==> src/hdl/pmugov_pkg.sv <==
// shared types and constants of the clock factor governor
package pmugov_pkg;

  // task kinds
  localparam logic [1:0] KIND_IDLE = 2'd0;
  localparam logic [1:0] KIND_MAIN = 2'd1;

  // configuration register indexes
  localparam logic CFG_MONITOR = 1'b0;
  localparam logic CFG_HEUR    = 1'b1;

  localparam logic [3:0] FACTOR_FULL = 4'd8;
  localparam int         RATE_BITS   = 40;
  localparam logic [RATE_BITS-1:0] RATE_MAX = {RATE_BITS{1'b1}};
  localparam int         LIMIT_ELAPSED = 999;

  // scaled rate-3 compares: delta_three * ka against elapsed * kb
  localparam int NCMP = 9;
  localparam int CI_250 = 0;
  localparam int CI_20  = 1;
  localparam int CI_8   = 2;
  localparam int CI_10  = 3;
  localparam int CI_T8  = 4;
  localparam int CI_T2  = 5;
  localparam int CI_60  = 6;
  localparam int CI_40  = 7;
  localparam int CI_110 = 8;
  localparam logic [3:0] CMP_KA [NCMP] = '{4'd1, 4'd1, 4'd1, 4'd1, 4'd10, 4'd10,
                                          4'd1, 4'd1, 4'd1};
  localparam logic [7:0] CMP_KB [NCMP] = '{8'd250, 8'd20, 8'd8, 8'd10, 8'd8, 8'd2,
                                          8'd60, 8'd40, 8'd110};

  // one per-cpu memory entry
  typedef struct packed {
    logic [3:0]           factor;
    logic [1:0]           hold;
    logic [RATE_BITS-1:0] rate5;
    logic [RATE_BITS-1:0] rate6;
  } ent_t;

  localparam ent_t RESET_ENT = '{factor: FACTOR_FULL, hold: 2'd0,
                                 rate5: '0, rate6: '0};

  // compares of the new rates against the stored rates and fixed thresholds
  typedef struct packed {
    logic up5;
    logic down5;
    logic down32;
    logic r_any;
    logic b_any;
    logic r30;
    logic r25;
    logic le20;
  } rflag_t;

  typedef enum logic [2:0] {
    ST_IDLE,
    ST_RDP,
    ST_PAIR,
    ST_WAIT,
    ST_FLAGS,
    ST_DEC
  } state_t;

endpackage

==> src/hdl/pmugov_if.sv <==
// valid/ready channels for input and result transactions
interface pmugov_in_if;
  logic               valid;
  logic               ready;
  logic               charge;
  logic [2:0]         cpu;
  logic [1:0]         prev_kind;
  logic signed [16:0] prev_lag;
  logic [1:0]         next_kind;
  logic signed [16:0] next_lag;
  logic               have_capture;
  logic [47:0]        elapsed;
  logic [47:0]        delta_three;
  logic [47:0]        delta_five;
  logic [47:0]        delta_six;

  modport source (output valid, charge, cpu, prev_kind, prev_lag, next_kind, next_lag,
                  have_capture, elapsed, delta_three, delta_five, delta_six,
                  input ready);
  modport sink (input valid, charge, cpu, prev_kind, prev_lag, next_kind, next_lag,
                have_capture, elapsed, delta_three, delta_five, delta_six,
                output ready);
endinterface

interface pmugov_out_if;
  logic        valid;
  logic        ready;
  logic [3:0]  clock_factor;
  logic [15:0] prev_missed;
  logic [15:0] next_missed;
  logic        factor_applied;

  modport source (output valid, clock_factor, prev_missed, next_missed, factor_applied,
                  input ready);
  modport sink (input valid, clock_factor, prev_missed, next_missed, factor_applied,
                output ready);
endinterface

==> src/hdl/pmugov_div.sv <==
// restoring divider, one quotient bit per cycle
module pmugov_div #(
  parameter int W = 48
) (
  input  logic         clk,
  input  logic         rst_n,
  input  logic         start,
  input  logic [W-1:0] num,
  input  logic [W-1:0] den,
  output logic [W-1:0] quo,
  output logic         busy
);

  localparam int CNTW = $clog2(W + 1);

  logic [W-1:0]    rem_r;
  logic [W-1:0]    q_r;
  logic [W-1:0]    d_r;
  logic [CNTW-1:0] cnt_r;
  logic            busy_r;
  logic [W:0]      trial;
  logic [W:0]      diff;
  logic            ge;

  // shift in the next dividend bit and try a subtract
  assign trial = {rem_r, q_r[W-1]};
  assign diff  = trial - {1'b0, d_r};
  assign ge    = trial >= {1'b0, d_r};

  always_ff @(posedge clk) begin
    if (!rst_n) begin
      busy_r <= 1'b0;
      cnt_r  <= '0;
    end else if (start) begin
      busy_r <= 1'b1;
      cnt_r  <= CNTW'(W);
    end else if (busy_r) begin
      busy_r <= cnt_r != CNTW'(1);
      cnt_r  <= cnt_r - CNTW'(1);
    end
  end

  // datapath
  always_ff @(posedge clk) begin
    if (start) begin
      rem_r <= '0;
      q_r   <= num;
      d_r   <= den;
    end else if (busy_r) begin
      rem_r <= ge ? diff[W-1:0] : trial[W-1:0];
      q_r   <= {q_r[W-2:0], ge};
    end
  end

  assign quo  = q_r;
  assign busy = busy_r;

endmodule

==> src/hdl/pmu_driven_clock_factor_governor_unit.sv <==
// top level of the per-cpu clock factor governor
//
// Usage: one input transaction per context switch on in_chan, one result
// transaction on out_chan for each. Configuration (monitor and heuristic
// enables, both 1 after reset) is written through cfg_we/cfg_index/cfg_data
// while the block is idle.
// Per-cpu state (factor, hold counter, two last rates) sits in one memory
// with a registered read; each item reads its own entry and the paired
// cpu's entry, then, when the heuristic is applied, writes its entry back
// in a final decide cycle. When the rates are taken, two serial dividers
// (delta five and delta six over elapsed) produce one quotient bit per
// cycle. One item is worked on at a time; the next is accepted as soon as
// the previous result sits in the output register.
// Reset clears the per-entry valid bits so every cpu reads as factor 8,
// hold 0 and zero rates; no clearing pass is needed.
// When the receiver stalls, the finished result stays in the output
// register and the next item waits in the decide cycle until it is taken.
module pmu_driven_clock_factor_governor_unit #(
  parameter int NUM_CPUS   = 8,
  parameter int COUNT_BITS = 48
) (
  input  logic                 clk,
  input  logic                 rst_n,
  pmugov_in_if.sink            in_chan,
  pmugov_out_if.source         out_chan,
  input  logic                 cfg_we,
  input  logic                 cfg_index,
  input  logic                 cfg_data
);

  localparam int CB = COUNT_BITS;
  localparam int IW = $clog2(NUM_CPUS);
  localparam int XW = (IW >= 3 ? IW : 3) + 1;
  localparam int PW = CB + 8;
  localparam int CW = (CB > pmugov_pkg::RATE_BITS ? CB : pmugov_pkg::RATE_BITS) + 2;
  localparam int CIW = $clog2(pmugov_pkg::NCMP);

  // configuration registers
  logic mon_r, heur_r;

  always_ff @(posedge clk) begin
    if (!rst_n) begin
      mon_r  <= 1'b1;
      heur_r <= 1'b1;
    end else if (cfg_we) begin
      unique case (cfg_index)
        pmugov_pkg::CFG_MONITOR: mon_r  <= cfg_data;
        pmugov_pkg::CFG_HEUR:    heur_r <= cfg_data;
        default:                 mon_r  <= mon_r;
      endcase
    end
  end

  pmugov_pkg::state_t state_r, state_nxt;
  logic accept;
  logic out_free;

  assign in_chan.ready = state_r == pmugov_pkg::ST_IDLE;
  assign accept   = in_chan.valid && in_chan.ready;
  assign out_free = !out_chan.valid || out_chan.ready;

  // decode of the incoming transaction
  logic [XW-1:0] cpu_x;
  logic          cpu_ok;
  logic [15:0]   pm_in, nm_in;
  logic [CB-1:0] e_in;
  logic          active_in, run_in, force_in, tree_in;

  assign cpu_x  = XW'(in_chan.cpu);
  assign cpu_ok = cpu_x < XW'(NUM_CPUS);
  assign e_in   = CB'(in_chan.elapsed);
  assign pm_in  = (in_chan.prev_kind == pmugov_pkg::KIND_IDLE ||
                   in_chan.prev_kind == pmugov_pkg::KIND_MAIN || in_chan.prev_lag[16])
                  ? 16'd0 : in_chan.prev_lag[15:0];
  assign nm_in  = (in_chan.next_kind == pmugov_pkg::KIND_IDLE ||
                   in_chan.next_kind == pmugov_pkg::KIND_MAIN || in_chan.next_lag[16])
                  ? 16'd0 : in_chan.next_lag[15:0];
  assign active_in = in_chan.charge && mon_r;
  assign run_in    = active_in && cpu_ok && heur_r &&
                     in_chan.next_kind != pmugov_pkg::KIND_IDLE;
  assign force_in  = pm_in != 16'd0 || nm_in != 16'd0;
  assign tree_in   = run_in && !force_in && in_chan.have_capture &&
                     e_in > CB'(pmugov_pkg::LIMIT_ELAPSED);

  // latched transaction
  logic [2:0]    cpu_r;
  logic          cpu_ok_r, active_r, run_r, force_r, tree_r;
  logic [1:0]    pk_r;
  logic [15:0]   pm_r, nm_r;
  logic [CB-1:0] e_r, d3_r;

  always_ff @(posedge clk) begin
    if (accept) begin
      cpu_r    <= in_chan.cpu;
      cpu_ok_r <= cpu_ok;
      active_r <= active_in;
      run_r    <= run_in;
      force_r  <= force_in;
      tree_r   <= tree_in;
      pk_r     <= in_chan.prev_kind;
      pm_r     <= pm_in;
      nm_r     <= nm_in;
      e_r      <= e_in;
      d3_r     <= CB'(in_chan.delta_three);
    end
  end

  // pair index
  logic [XW-1:0] pair_x;
  logic          pair_ok;
  assign pair_x  = XW'(cpu_r ^ 3'd1);
  assign pair_ok = pair_x < XW'(NUM_CPUS);

  // state memory with valid bits standing in for the reset contents
  pmugov_pkg::ent_t mem [NUM_CPUS];
  logic [NUM_CPUS-1:0] vld_r;
  pmugov_pkg::ent_t    rdata_r;
  logic                rvalid_r;
  logic [IW-1:0]       rd_addr;
  logic [IW-1:0]       wr_addr;
  logic                mem_we;
  pmugov_pkg::ent_t    wr_ent;

  assign rd_addr = (state_r == pmugov_pkg::ST_IDLE) ? cpu_x[IW-1:0] : pair_x[IW-1:0];
  assign wr_addr = XW'(cpu_r) < XW'(NUM_CPUS) ? IW'(cpu_r) : '0;

  always_ff @(posedge clk) begin
    rdata_r  <= mem[rd_addr];
    rvalid_r <= vld_r[rd_addr];
    if (mem_we) begin
      mem[wr_addr] <= wr_ent;
    end
  end

  always_ff @(posedge clk) begin
    if (!rst_n) begin
      vld_r <= '0;
    end else if (mem_we) begin
      vld_r[wr_addr] <= 1'b1;
    end
  end

  // own entry and partner factor
  pmugov_pkg::ent_t cur_r;
  logic [3:0]       pf_r;

  always_ff @(posedge clk) begin
    if (state_r == pmugov_pkg::ST_RDP) begin
      cur_r <= rvalid_r ? rdata_r : pmugov_pkg::RESET_ENT;
    end
    if (state_r == pmugov_pkg::ST_PAIR) begin
      pf_r <= rvalid_r ? rdata_r.factor : pmugov_pkg::FACTOR_FULL;
    end
  end

  // rate five and six dividers
  logic          div_start;
  logic [CB-1:0] q5, q6;
  logic          busy5, busy6;

  assign div_start = accept && tree_in;

  pmugov_div #(.W(CB)) u_div5 (
    .clk   (clk),
    .rst_n (rst_n),
    .start (div_start),
    .num   (CB'(in_chan.delta_five)),
    .den   (e_in),
    .quo   (q5),
    .busy  (busy5)
  );

  pmugov_div #(.W(CB)) u_div6 (
    .clk   (clk),
    .rst_n (rst_n),
    .start (div_start),
    .num   (CB'(in_chan.delta_six)),
    .den   (e_in),
    .quo   (q6),
    .busy  (busy6)
  );

  // rate-3 compares, one scaled pair per cycle through a product register
  logic                     cmp_run_r, p1_v_r;
  logic [CIW-1:0]           cmp_idx_r, p1_idx_r;
  logic [PW-1:0]            lhs_r, rhs_r;
  logic [pmugov_pkg::NCMP-1:0] gt_r, eq_r;
  logic                     cmp_done;

  always_ff @(posedge clk) begin
    if (!rst_n) begin
      cmp_run_r <= 1'b0;
      p1_v_r    <= 1'b0;
      cmp_idx_r <= '0;
    end else begin
      if (accept) begin
        cmp_run_r <= tree_in;
        cmp_idx_r <= '0;
      end else if (cmp_run_r) begin
        cmp_idx_r <= cmp_idx_r + CIW'(1);
        cmp_run_r <= cmp_idx_r != CIW'(pmugov_pkg::NCMP - 1);
      end
      p1_v_r <= cmp_run_r;
    end
  end

  always_ff @(posedge clk) begin
    if (cmp_run_r) begin
      lhs_r    <= PW'(d3_r) * PW'(pmugov_pkg::CMP_KA[cmp_idx_r]);
      rhs_r    <= PW'(e_r) * PW'(pmugov_pkg::CMP_KB[cmp_idx_r]);
      p1_idx_r <= cmp_idx_r;
    end
    if (p1_v_r) begin
      gt_r[p1_idx_r] <= lhs_r > rhs_r;
      eq_r[p1_idx_r] <= lhs_r == rhs_r;
    end
  end

  assign cmp_done = !cmp_run_r && !p1_v_r;

  // compares of the new rates against the stored ones and fixed thresholds
  pmugov_pkg::rflag_t rf_r;
  logic [pmugov_pkg::RATE_BITS-1:0] r5s_r, r6s_r;
  logic [CW-1:0] r5w, r6w, b5w, b6w;

  assign r5w = CW'(q5);
  assign r6w = CW'(q6);
  assign b5w = CW'(cur_r.rate5);
  assign b6w = CW'(cur_r.rate6);

  always_ff @(posedge clk) begin
    if (state_r == pmugov_pkg::ST_FLAGS) begin
      rf_r.up5    <= r5w >= b5w + CW'(2) && r6w >= b6w + CW'(2);
      rf_r.down5  <= r5w + CW'(5) <= b5w && r6w + CW'(5) <= b6w;
      rf_r.down32 <= r5w + CW'(3) <= b5w && r6w + CW'(2) <= b6w;
      rf_r.r_any  <= r5w != '0 || r6w != '0;
      rf_r.b_any  <= b5w != '0 || b6w != '0;
      rf_r.r30    <= r5w >= CW'(30) && r6w >= CW'(30);
      rf_r.r25    <= r5w >= CW'(25) && r6w >= CW'(25);
      rf_r.le20   <= r5w <= CW'(20) && r6w <= CW'(20);
      r5s_r <= r5w > CW'(pmugov_pkg::RATE_MAX) ? pmugov_pkg::RATE_MAX
                                              : r5w[pmugov_pkg::RATE_BITS-1:0];
      r6s_r <= r6w > CW'(pmugov_pkg::RATE_MAX) ? pmugov_pkg::RATE_MAX
                                              : r6w[pmugov_pkg::RATE_BITS-1:0];
    end
  end

  // decision tree and pair coupling
  logic [pmugov_pkg::NCMP-1:0] ge;
  logic [3:0] cf, pfloor, cf_out;
  logic [1:0] hold;

  assign ge = gt_r | eq_r;

  always_comb begin
    cf     = cur_r.factor;
    hold   = cur_r.hold;
    wr_ent = cur_r;
    pfloor = (pf_r == 4'd0) ? 4'd0 : pf_r - 4'd1;
    if (force_r) begin
      cf = pmugov_pkg::FACTOR_FULL;
    end else if (tree_r) begin
      if (!gt_r[pmugov_pkg::CI_20] && pk_r != pmugov_pkg::KIND_IDLE) begin
        if (ge[pmugov_pkg::CI_8] && cf == 4'd8) begin
          if (hold != 2'd0) hold = hold - 2'd1;
        end else if (gt_r[pmugov_pkg::CI_10] && cf == 4'd7) begin
          cf = cf + 4'd1;
        end else if (ge[pmugov_pkg::CI_T8] && cf == 4'd6) begin
          cf = cf + 4'd1;
        end else if (ge[pmugov_pkg::CI_T2] && cf < 4'd6) begin
          cf = cf + 4'd2;
        end else if (cf > 4'd5) begin
          if (hold != 2'd0) hold = hold - 2'd1;
          else cf = cf - 4'd1;
        end
      end else if (rf_r.r_any) begin
        if (cf == 4'd8) begin
          if (hold != 2'd0) hold = hold - 2'd1;
          else if (rf_r.r30 || rf_r.up5) cf = cf - 4'd1;
        end else if (cf == 4'd7) begin
          if (hold != 2'd0) begin
            hold = hold - 2'd1;
            if (rf_r.down5 && gt_r[pmugov_pkg::CI_250]) cf = cf + 4'd1;
          end else if (rf_r.r25 || rf_r.up5) begin
            cf = cf - 4'd1;
          end else if (rf_r.down5 && gt_r[pmugov_pkg::CI_250]) begin
            cf = cf + 4'd1;
          end
        end else if (cf < 4'd7 && rf_r.b_any) begin
          if (rf_r.down32) begin
            if (cf < 4'd6) begin
              if (gt_r[pmugov_pkg::CI_60]) begin
                cf   = cf + 4'd2;
                hold = 2'd2;
              end else if (gt_r[pmugov_pkg::CI_20]) begin
                cf   = cf + 4'd1;
                hold = 2'd2;
              end
            end else if (gt_r[pmugov_pkg::CI_40] && rf_r.le20) begin
              cf   = cf + 4'd1;
              hold = 2'd2;
            end else if (hold != 2'd0) begin
              hold = hold - 2'd1;
            end
          end else if (hold != 2'd0) begin
            hold = hold - 2'd1;
          end else if (rf_r.up5 && !ge[pmugov_pkg::CI_110] && cf > 4'd5) begin
            cf = cf - 4'd1;
          end
        end
      end
      wr_ent.rate5 = r5s_r;
      wr_ent.rate6 = r6s_r;
    end
    if (pair_ok && pfloor > cf) cf = pfloor;
    wr_ent.factor = cf;
    wr_ent.hold   = hold;
    if (!cpu_ok_r) cf_out = pmugov_pkg::FACTOR_FULL;
    else if (run_r) cf_out = cf;
    else cf_out = cur_r.factor;
  end

  assign mem_we = state_r == pmugov_pkg::ST_DEC && out_free && run_r;

  // sequencer
  always_ff @(posedge clk) begin
    if (!rst_n) state_r <= pmugov_pkg::ST_IDLE;
    else        state_r <= state_nxt;
  end

  always_comb begin
    state_nxt = state_r;
    unique case (state_r)
      pmugov_pkg::ST_IDLE:  if (accept) state_nxt = pmugov_pkg::ST_RDP;
      pmugov_pkg::ST_RDP:   state_nxt = pmugov_pkg::ST_PAIR;
      pmugov_pkg::ST_PAIR:  state_nxt = tree_r ? pmugov_pkg::ST_WAIT : pmugov_pkg::ST_DEC;
      pmugov_pkg::ST_WAIT:  if (!busy5 && !busy6 && cmp_done) state_nxt = pmugov_pkg::ST_FLAGS;
      pmugov_pkg::ST_FLAGS: state_nxt = pmugov_pkg::ST_DEC;
      pmugov_pkg::ST_DEC:   if (out_free) state_nxt = pmugov_pkg::ST_IDLE;
      default:              state_nxt = pmugov_pkg::ST_IDLE;
    endcase
  end

  // result register
  logic        out_valid_r;
  logic [3:0]  out_cf_r;
  logic [15:0] out_pm_r, out_nm_r;
  logic        out_app_r;
  logic        out_load;

  assign out_load = state_r == pmugov_pkg::ST_DEC && out_free;

  always_ff @(posedge clk) begin
    if (!rst_n) begin
      out_valid_r <= 1'b0;
    end else if (out_load) begin
      out_valid_r <= 1'b1;
    end else if (out_chan.ready) begin
      out_valid_r <= 1'b0;
    end
  end

  always_ff @(posedge clk) begin
    if (out_load) begin
      out_cf_r  <= cf_out;
      out_pm_r  <= active_r ? pm_r : 16'd0;
      out_nm_r  <= active_r ? nm_r : 16'd0;
      out_app_r <= run_r;
    end
  end

  assign out_chan.valid          = out_valid_r;
  assign out_chan.clock_factor   = out_cf_r;
  assign out_chan.prev_missed    = out_pm_r;
  assign out_chan.next_missed    = out_nm_r;
  assign out_chan.factor_applied = out_app_r;

`ifndef SYNTHESIS
  // rates are read only after both dividers finished
  a_div_done: assert property (@(posedge clk) disable iff (!rst_n)
    (state_r == pmugov_pkg::ST_FLAGS) |-> (!busy5 && !busy6))
    else $error("rate flags taken while a divider is busy");

  // a written factor never exceeds full clock
  a_factor_range: assert property (@(posedge clk) disable iff (!rst_n)
    mem_we |-> (wr_ent.factor <= pmugov_pkg::FACTOR_FULL))
    else $error("clock factor above full clock written");

  // an accepted transaction starts with the own entry read
  a_accept_seq: assert property (@(posedge clk) disable iff (!rst_n)
    accept |=> (state_r == pmugov_pkg::ST_RDP))
    else $error("sequencer did not start after accept");
`endif

endmodule

==> src/flat_wrapper.sv <==
// flat-port wrapper written by rule: the top's interface ports become plain ports
module pmu_driven_clock_factor_governor_unit_flat 
#(
  parameter int NUM_CPUS   = 8,
  parameter int COUNT_BITS = 48
)
  (clk, rst_n, cfg_we, cfg_index, cfg_data, in_chan_valid, in_chan_charge, in_chan_cpu, in_chan_prev_kind, in_chan_prev_lag, in_chan_next_kind, in_chan_next_lag, in_chan_have_capture, in_chan_elapsed, in_chan_delta_three, in_chan_delta_five, in_chan_delta_six, in_chan_ready, out_chan_valid, out_chan_clock_factor, out_chan_prev_missed, out_chan_next_missed, out_chan_factor_applied, out_chan_ready);
  pmugov_in_if in_chan_i ();
  pmugov_out_if out_chan_i ();
  input  logic clk;
  input  logic rst_n;
  input  logic cfg_we;
  input  logic cfg_index;
  input  logic cfg_data;
  input wire logic [$bits(in_chan_i.valid)-1:0] in_chan_valid;
  input wire logic [$bits(in_chan_i.charge)-1:0] in_chan_charge;
  input wire logic [$bits(in_chan_i.cpu)-1:0] in_chan_cpu;
  input wire logic [$bits(in_chan_i.prev_kind)-1:0] in_chan_prev_kind;
  input wire logic [$bits(in_chan_i.prev_lag)-1:0] in_chan_prev_lag;
  input wire logic [$bits(in_chan_i.next_kind)-1:0] in_chan_next_kind;
  input wire logic [$bits(in_chan_i.next_lag)-1:0] in_chan_next_lag;
  input wire logic [$bits(in_chan_i.have_capture)-1:0] in_chan_have_capture;
  input wire logic [$bits(in_chan_i.elapsed)-1:0] in_chan_elapsed;
  input wire logic [$bits(in_chan_i.delta_three)-1:0] in_chan_delta_three;
  input wire logic [$bits(in_chan_i.delta_five)-1:0] in_chan_delta_five;
  input wire logic [$bits(in_chan_i.delta_six)-1:0] in_chan_delta_six;
  output wire logic [$bits(in_chan_i.ready)-1:0] in_chan_ready;
  output wire logic [$bits(out_chan_i.valid)-1:0] out_chan_valid;
  output wire logic [$bits(out_chan_i.clock_factor)-1:0] out_chan_clock_factor;
  output wire logic [$bits(out_chan_i.prev_missed)-1:0] out_chan_prev_missed;
  output wire logic [$bits(out_chan_i.next_missed)-1:0] out_chan_next_missed;
  output wire logic [$bits(out_chan_i.factor_applied)-1:0] out_chan_factor_applied;
  input wire logic [$bits(out_chan_i.ready)-1:0] out_chan_ready;
  assign in_chan_i.valid = in_chan_valid;
  assign in_chan_i.charge = in_chan_charge;
  assign in_chan_i.cpu = in_chan_cpu;
  assign in_chan_i.prev_kind = in_chan_prev_kind;
  assign in_chan_i.prev_lag = in_chan_prev_lag;
  assign in_chan_i.next_kind = in_chan_next_kind;
  assign in_chan_i.next_lag = in_chan_next_lag;
  assign in_chan_i.have_capture = in_chan_have_capture;
  assign in_chan_i.elapsed = in_chan_elapsed;
  assign in_chan_i.delta_three = in_chan_delta_three;
  assign in_chan_i.delta_five = in_chan_delta_five;
  assign in_chan_i.delta_six = in_chan_delta_six;
  assign in_chan_ready = in_chan_i.ready;
  assign out_chan_valid = out_chan_i.valid;
  assign out_chan_clock_factor = out_chan_i.clock_factor;
  assign out_chan_prev_missed = out_chan_i.prev_missed;
  assign out_chan_next_missed = out_chan_i.next_missed;
  assign out_chan_factor_applied = out_chan_i.factor_applied;
  assign out_chan_i.ready = out_chan_ready;
  pmu_driven_clock_factor_governor_unit #(.NUM_CPUS(NUM_CPUS), .COUNT_BITS(COUNT_BITS)) u_core (.clk(clk), .rst_n(rst_n), .in_chan(in_chan_i), .out_chan(out_chan_i), .cfg_we(cfg_we), .cfg_index(cfg_index), .cfg_data(cfg_data));
endmodule
==> config.mk <==
export PLATFORM = sky130hd
export DESIGN_NAME = pmu_driven_clock_factor_governor_unit_flat
export DESIGN_NICKNAME = d
export VERILOG_FILES = /design/src/hdl/pmugov_pkg.sv /design/src/hdl/pmugov_if.sv /design/src/hdl/pmugov_div.sv /design/src/hdl/pmu_driven_clock_factor_governor_unit.sv /design/src/flat_wrapper.sv
export SDC_FILE = /design/constraint.sdc
export NUM_CORES = 2
export LEC_CHECK = 0
export BUFFER_PORTS_ARGS = -buffer_cell sky130_fd_sc_hd__buf_2
export CAP_MARGIN = 30
export CORE_UTILIZATION = 50
export DETAILED_ROUTE_END_ITERATION = 10
export PLACE_DENSITY = 0.69
export SLEW_MARGIN = 10
export SYNTH_ARGS = -nofsm -noshare
export SYNTH_HDL_FRONTEND = slang
export SYNTH_HIERARCHICAL = 1
export SYNTH_SLANG_ARGS = --single-unit
export TNS_END_PERCENT = 50
==> constraint.sdc <==
create_clock -name clk -period 13.2 [get_ports clk]
set_clock_uncertainty 0.2 [all_clocks]
set_input_delay 2.64 -clock clk [delete_from_list [all_inputs] [get_ports clk]]
set_output_delay 2.64 -clock clk [all_outputs]
set_load 0.01 [all_outputs]
# After elaboration in Yosys (flattened, before gate mapping)
# Memories as Yosys holds them, arrays and structs flattened. A register that Yosys moved wholly into a read port is not among the register bits.
# Index checks and enable logic that the tools add are counted.
[totals]
regBits = 758
latchBits = 0
ramBits = 688
mem_bits_ro = 192
inputBits = 242
out_inout_bits = 39
elab_cells = 289
mem_count = 3
[op_classes]
n_addsub = 16
n_mul = 2
div = 0
n_lt_le_gt_ge = 30
eq_ne = 17
shifts = 0
n_mux = 88
bitwise = 6
reduce_logical = 72
[mem_list]
columns = ["memory", "depth", "word_bits", "read_ports", "rd_ports_with_merged_regs", "write_ports", "line_no", "source"]
rows = [
  ["u_core.mem", 8, 86, 1, 1, 1, "pmu_driven_clock_factor_governor_unit.sv:115", "pmugov_pkg::ent_t mem [NUM_CPUS];"],
  ["(name not given)", 16, 8, 1, 0, 0, "pmu_driven_clock_factor_governor_unit.sv:210", "rhs_r <= PW'(e_r) * PW'(pmugov_pkg::CMP_KB[cmp_idx_r]);"],
  ["(name not given)", 16, 4, 1, 0, 0, "pmu_driven_clock_factor_governor_unit.sv:209", "lhs_r <= PW'(d3_r) * PW'(pmugov_pkg::CMP_KA[cmp_idx_r]);"],
]
[op_table]
columns = ["cell", "n"]
rows = [
  ["48-bit two-way mux", 6],
  ["50-bit by 40-bit <= comparator with 1-bit output", 4],
  ["50-bit nonzero test", 4],
  ["48-bit by 5-bit greater-or-equal comparator with 1-bit output, second input constant", 4],
  ["80-bit two-way mux", 2],
  ["4-bit two-way mux", 30],
  ["48-bit by 50-bit greater-or-equal comparator with 1-bit output", 2],
  ["48-bit by 2-bit adder with 49-bit output, second input constant", 2],
  ["48-bit by 3-bit adder with 49-bit output, second input constant", 2],
  ["49-bit by 48-bit greater-or-equal comparator with 1-bit output", 2],
  ["48-bit by 40-bit > comparator with 1-bit output, second input constant", 2],
  ["48-bit by 5-bit <= comparator with 1-bit output, second input constant", 2],
  ["48-bit subtractor", 2],
  ["40-bit by 2-bit adder with 41-bit output, second input constant", 2],
  ["52-bit by 56-bit == test with 1-bit output", 1],
  ["52-bit by 56-bit > comparator with 1-bit output", 1],
  ["48-bit by 8-bit multiplier with 56-bit output", 1],
  ["48-bit by 4-bit multiplier with 52-bit output", 1],
  ["48-bit by 10-bit > comparator with 1-bit output, second input constant", 1],
  ["2-bit two-way mux", 18],
  ["1-bit logical AND", 33],
  ["16-bit two-way mux", 2],
  ["16-bit nonzero test", 2],
  ["6-bit two-way mux", 4],
  ["other kinds (44)", 101],
]

# Logic depth before layout (Yosys ltp)
[logic_depth]
word_depth = 18
mapped_depth = 25
depth_no_buf = 24

# By module
# Netlist, hierarchy kept.
[by_module_without_submodules]
columns = ["module", "n_inst", "cells_per_inst", "area_per_inst_um2", "seq_area_each_um2"]
rows = [
  ["pmu_driven_clock_factor_governor_unit", 1, 6255, 76039.2, 37095.6],
  ["pmugov_div", 2, 865, 8670.8, 3983.8],
]

# Least setup slack after synthesis
# No wires, ideal clock.
[synth_path]
kind = "input to register"
from = "in in_chan_prev_kind[1]"
to = "reg u_core.u_div5.q_r[0], in the netlist u_core/u_div5/quo[0], enable pin"
setup_time_ns = 0.402
t_arrival_ns = 13.452
t_required_ns = 12.598
path_slack_ns = -0.854
stages = 10
n_path_buf = 2
cell_sequence = "nor2b_1 clkbuf_1 and2_1 nor4_1 nand4_1 or2_2 nor3_1 nor2_1 clkbuf_1 inv_1"
[synth_between]
elab_chain_len = 12
word_cells_on_any_way = 13
classes_between = "1 x eq/ne; 1 x mux; 11 x reduce/logical"
[synth_rtl]
columns = ["item", "line_no", "source"]
rows = [
  ["start, declared", "flat_wrapper.sv:18", "input wire logic [$bits(in_chan_i.prev_kind)-1:0] in_chan_prev_kind;"],
  ["2-bit by 1-bit == test with 1-bit output or 2-bit logical NOT (tied branches)", "pmu_driven_clock_factor_governor_unit.sv:73, pmu_driven_clock_factor_governor_unit.sv:72", ""],
  ["1-bit logical OR (*)", "pmu_driven_clock_factor_governor_unit.sv:72", "assign pm_in = (in_chan.prev_kind == pmugov_pkg::KIND_IDLE ||"],
  ["1-bit logical OR (*)", "pmu_driven_clock_factor_governor_unit.sv:73", "in_chan.prev_kind == pmugov_pkg::KIND_MAIN || in_chan.prev_lag[16])"],
  ["16-bit two-way mux (*)", "pmu_driven_clock_factor_governor_unit.sv:74", "? 16'd0 : in_chan.prev_lag[15:0];"],
  ["named net u_core.pm_in[6]", "pmu_driven_clock_factor_governor_unit.sv:65", "logic [15:0] pm_in, nm_in;"],
  ["16-bit nonzero test (*)", "pmu_driven_clock_factor_governor_unit.sv:81", "assign force_in = pm_in != 16'd0 || nm_in != 16'd0;"],
  ["1-bit logical OR (*)", "pmu_driven_clock_factor_governor_unit.sv:81", ""],
  ["named net u_core.force_in", "pmu_driven_clock_factor_governor_unit.sv:67", "logic active_in, run_in, force_in, tree_in;"],
  ["1-bit logical NOT (*)", "pmu_driven_clock_factor_governor_unit.sv:82", "assign tree_in = run_in && !force_in && in_chan.have_capture &&"],
  ["1-bit logical AND (*) (3 in series)", "pmu_driven_clock_factor_governor_unit.sv:82", ""],
  ["1-bit logical AND (*)", "pmu_driven_clock_factor_governor_unit.sv:161", "assign div_start = accept && tree_in;"],
  ["named net u_core.div_start", "pmu_driven_clock_factor_governor_unit.sv:157", "logic div_start;"],
  ["2-bit nonzero test (no line) (*)", "--", ""],
  ["end signal, assigned", "pmugov_div.sv:47", "q_r <= num;"],
  ["end signal, assigned", "pmugov_div.sv:51", "q_r <= {q_r[W-2:0], ge};"],
  ["end, declared", "pmugov_div.sv:17", "logic [W-1:0] q_r;"],
]
# The timed path passes the listed nets; every way through them passes the cells marked *.
# A chain may end at the register's enable or synchronous reset.

# Final worst setup path
[layout_path]
from = "reg u_core.cmp_idx_r[1]"
to = "reg u_core.rhs_r[53] (data pin)"
[layout_between]
elab_chain_len = 5
[layout_rtl]
columns = ["item", "line_no", "source"]
rows = [
  ["start, declared", "pmu_driven_clock_factor_governor_unit.sv:185", "logic [CIW-1:0] cmp_idx_r, p1_idx_r;"],
  ["start signal, assigned", "pmu_driven_clock_factor_governor_unit.sv:200", "cmp_idx_r <= cmp_idx_r + CIW'(1);"],
  ["4-bit inverter with 5-bit output (implied by the code)", "pmu_driven_clock_factor_governor_unit.sv:210", ""],
  ["memory read 16 x 8 bit", "--", ""],
  ["8-bit two-way mux (implied by the code) (2 in series)", "pmu_driven_clock_factor_governor_unit.sv:210", ""],
  ["48-bit by 8-bit multiplier with 56-bit output", "pmu_driven_clock_factor_governor_unit.sv:210", ""],
  ["end signal, assigned", "pmu_driven_clock_factor_governor_unit.sv:210", ""],
  ["end, declared", "pmu_driven_clock_factor_governor_unit.sv:186", "logic [PW-1:0] lhs_r, rhs_r;"],
]
# Every way passes these cells. The select of a mux whose other input is x is not followed.

==> metrics.txt <==
status completed; CP max-delay cell o31ai_1; Setup crit start kind flip-flop; commonest non-fill, non-tap cell in the layout edfxtp_1; Syn Inst Count between 7000 and 8000; die height around 430 microns; Fmax 130.8 MHz; Syn Nets 9143; GRT Max-Usage Layer met2; DRC 0; period utilization between 50% and 60%; antenna violations before repair 24; minimum hold slack between 0.2 and 0.3 ns; clock transition at the registers of the reported paths around 0.060 ns; Syn Std Cell Area between 90000 and 100000 sq um; final hold vios 0; CTS resizes 0; Cell Chain, Critical Path inv_1 > ha_1 > nand2b_1 > nand2b_1 > buf_4 > a21o_2 > buf_4 > and2_1 > fa_1 > fa_1 > fa_1 > inv_1 > fa_1 > inv_1 > ha_1 > a21oi_1 > o211ai_1 > a41oi_1 > a211oi_1 > o31ai_1 > o21ai_1 > nand3_1 > mux2i_1 > a2111oi_0; vias in the first global route between 60000 and 70000; # fillers about 16000; DIE WIDTH around 430 microns; Core Area 185400 sq um; total global routing overflow 0; Max Slew Vio Count 0; GRT Util Overall a little over a quarter; CP bufs+invs 5; placed insts 10491; largest net degree at the start of global routing around 150; Routed WL between 200000 and 300000 microns; Sink Count 1573; Iteration-0 DRC Markers about 6100; Final setup viols 0; Initial Utilization between 50% and 60%; NumNets Final about 9400; cts-stage hold buffer count 0; crit path DAT approximately 8 ns; pre-CTS setup slack 5.578 ns; number of synthesized flops with an enable pin approximately 1400; Synth Area in Simple Gates about an eighth; Hold Startpoint u_core/vld_r[0]; Synth Area in Compound Gates roughly 9%; end of the worst register-to-register path u_core/rhs_r[53]; adder-cell share of the synthesized area roughly 15%; met2 Use GR a little over two fifths; WS Path Type flip-flop to flip-flop; Async SR Flop Fraction 0%; CP Data Required Time around 14 ns; Die ar. 188500 sq um; Routed WL per cell ~23 microns; largest family of logic cells by synthesized area adder cells; vias per cell ~5.9; placed cell areas a little under 100000 sq um; post-route insts no fill ~11000; multiplexer area fraction after synthesis 6.977%; reg2reg path depth 24; Leak slightly above 40 nW; hpwl dp ~180000 microns; post-synthesis sequential area ratio 48.26%; worst skew pair latency roughly 0.84 ns; FF+latch count, synth between 1500 and 2000; post-layout util between 50% and 60%; met1 Resource Use GR between 30% and 40%; CTS tree built; Clock Path Buffers 3; max_slew headroom between 30% and 40%; TritonCTS Buffers around 170; Crit Path Max Fanout 49; most frequent cells in the layout edfxtp_1 (1356), inv_1 (739), ha_1 (639), nand2_1 (604), and2_1 (426); Unique masters post-synth ~100; met3 Resource Use GR 3.588%; R2R setup slack between 5 and 6 ns; fin crit period approximately 7.6 ns; CP endpoint kind flip-flop; endpoint of the worst hold path u_core/vld_r[0]; CP top delay family adder cells; VDD IR-drop max approximately 0.22 mV; ys flop type edfxtp_1; most frequent CP cell fa_1; total negative slack 0 ns; overall power between 15 and 20 mW; Hold Path Stages 1; Synth Area in XOR/XNOR 3.939%; area grow syn2layout 10.82%; maximum capacitance violations 0; Ports about 280; Avg Inst Size Synth 11.69 sq um; Crit path largest cell delay around 0.56 ns; Reg-to-Reg Start u_core/cmp_idx_r[1]; CTS HTree Levels 4; via count ~64000; power density cells between 150 and 200 nW/um^2; Hold Path Class flip-flop to flip-flop; RSZ-0062 raised after global routing false; PortBufs 280; Post-CTS Setup Repair Bufs 0; Finished Cell Area 103500 sq um; yosys warns 6; final RePlAce weighted congestion between 0.9 and 1; Rows approximately 160; worst setup margin around 5.6 ns; global-route wire length before repair 383200 microns; CTS Root Cell clkbuf_16; DRT Pass-1 Iters 7; Post-DRT Antenna Nets 0; Worst-Margin Slew roughly 1.0 ns; share of layout cells above drive strength 1 between 10 and 15%
flip-flops by register name, summed over array words and instances, names as in the netlist, 9 cells and up:
signal and cells:
u_core/b5w 40, u_core/b6w 40, u_core/d3_r 48, u_core/e_r 48, u_core/gt_r 9, u_core/lhs_r 52, u_core/mem 688, u_core/nm_r 16
u_core/out_chan.next_missed 16, u_core/out_chan.prev_missed 16, u_core/pm_r 16, u_core/r5s_r 40, u_core/r6s_r 40, u_core/rdata_r 86, u_core/rhs_r 55, u_core/u_div5/d_r 48
u_core/u_div5/quo 48, u_core/u_div5/rem_r 48, u_core/u_div6/d_r 48, u_core/u_div6/quo 48, u_core/u_div6/rem_r 48
kinds of logic (layout without fill, tap and decap cells):
group | count (synthesis) | in the layout
AO/OA/AOI/OAI | 1262 | 1262
XOR/XNOR | 420 | 420
adder cells (fa/ha/maj) | 916 | 916
buffers and inverters | 1090 | 1451
flip-flops | 1573 | 1573
multiplexers | 410 | 410
other | 0 | 7
AND/OR/NAND/NOR | 2314 | 2314
metal layers:
metal  wire [microns]  vias up  share of wire (%)
met5               40        -              0.016
met4             7971        6                3.1
met3            16850      408                6.6
met2           119800     2297                 47
met1           109800    32022                 43
li1                 -    29282                  -
cells in the mapped netlist (all sizes together) (11+ instances only):
master	number	area share, %
dfxtp	217	4.7
inv	742	3.0
o21ai	291	1.6
mux2	187	2.3
a21boi	18	0.14
edfxtp	1356	44
nand3	129	0.70
a21o	198	1.6
nor2	336	1.4
a221oi	14	0.13
and4	17	0.16
nand4	167	1.1
a311oi	42	0.39
a2111oi	12	0.12
a221o	11	0.12
nor3	118	0.66
o311ai	13	0.12
a211oi	43	0.35
clkbuf	290	1.2
o31ai	12	0.096
or2	19	0.13
fa	277	5.9
buf	58	0.32
o21bai	37	0.30
nor4	94	0.65
ha	639	8.6
a22oi	21	0.17
nor2b	105	0.70
mux2i	49	0.53
a31oi	39	0.26
a21oi	298	1.6
and3	101	0.68
o211ai	36	0.32
mux4	174	4.2
nand2b	60	0.40
and2	428	2.9
o21a	52	0.42
nand2	604	2.4
or3	85	0.57
xor2	145	1.4
a211o	17	0.16
xnor2	275	2.6
how the worst max path moves through the flow:
stage	to	slack (ns)	cells past startpoint	start
3_5_place_dp	u_core/rhs_r[55]	5.58	23	u_core/cmp_idx_r[2]
4_1_cts	u_core/rhs_r[53]	5.54	23	u_core/cmp_idx_r[2]
2_1_floorplan	u_core/mem[0][0]	1.70	4	out_chan_ready
5_1_grt	u_core/rhs_r[53]	5.12	23	u_core/cmp_idx_r[2]
6_report	u_core/rhs_r[53]	5.56	24	u_core/cmp_idx_r[1]
3_3_place_gp	u_core/rhs_r[55]	5.63	23	u_core/cmp_idx_r[2]
final cells by class:
type / count / area [sq um] / share of cell area (%)
flip-flops and latches: 1573 / 45070 / 43.55
multi-input cells: 5322 / 44270 / 42.77
clock buffers: 208 / 4524 / 4.372
clock inverters: 98 / 1240 / 1.198
inverters: 742 / 2790 / 2.696
repair buffers: 403 / 2475 / 2.391
well taps: 2480 / 3103 / 2.998
diodes: 7 / 17.52 / 0.01693
where the power goes:
part	total (mW)	switching, mW	internal [mW]
clock	4.88	2.07	2.81
combinational	7.48	4.37	3.10
sequential	6.29	0.231	6.06
No activity file was read; power rests on OpenSTA's default activity.
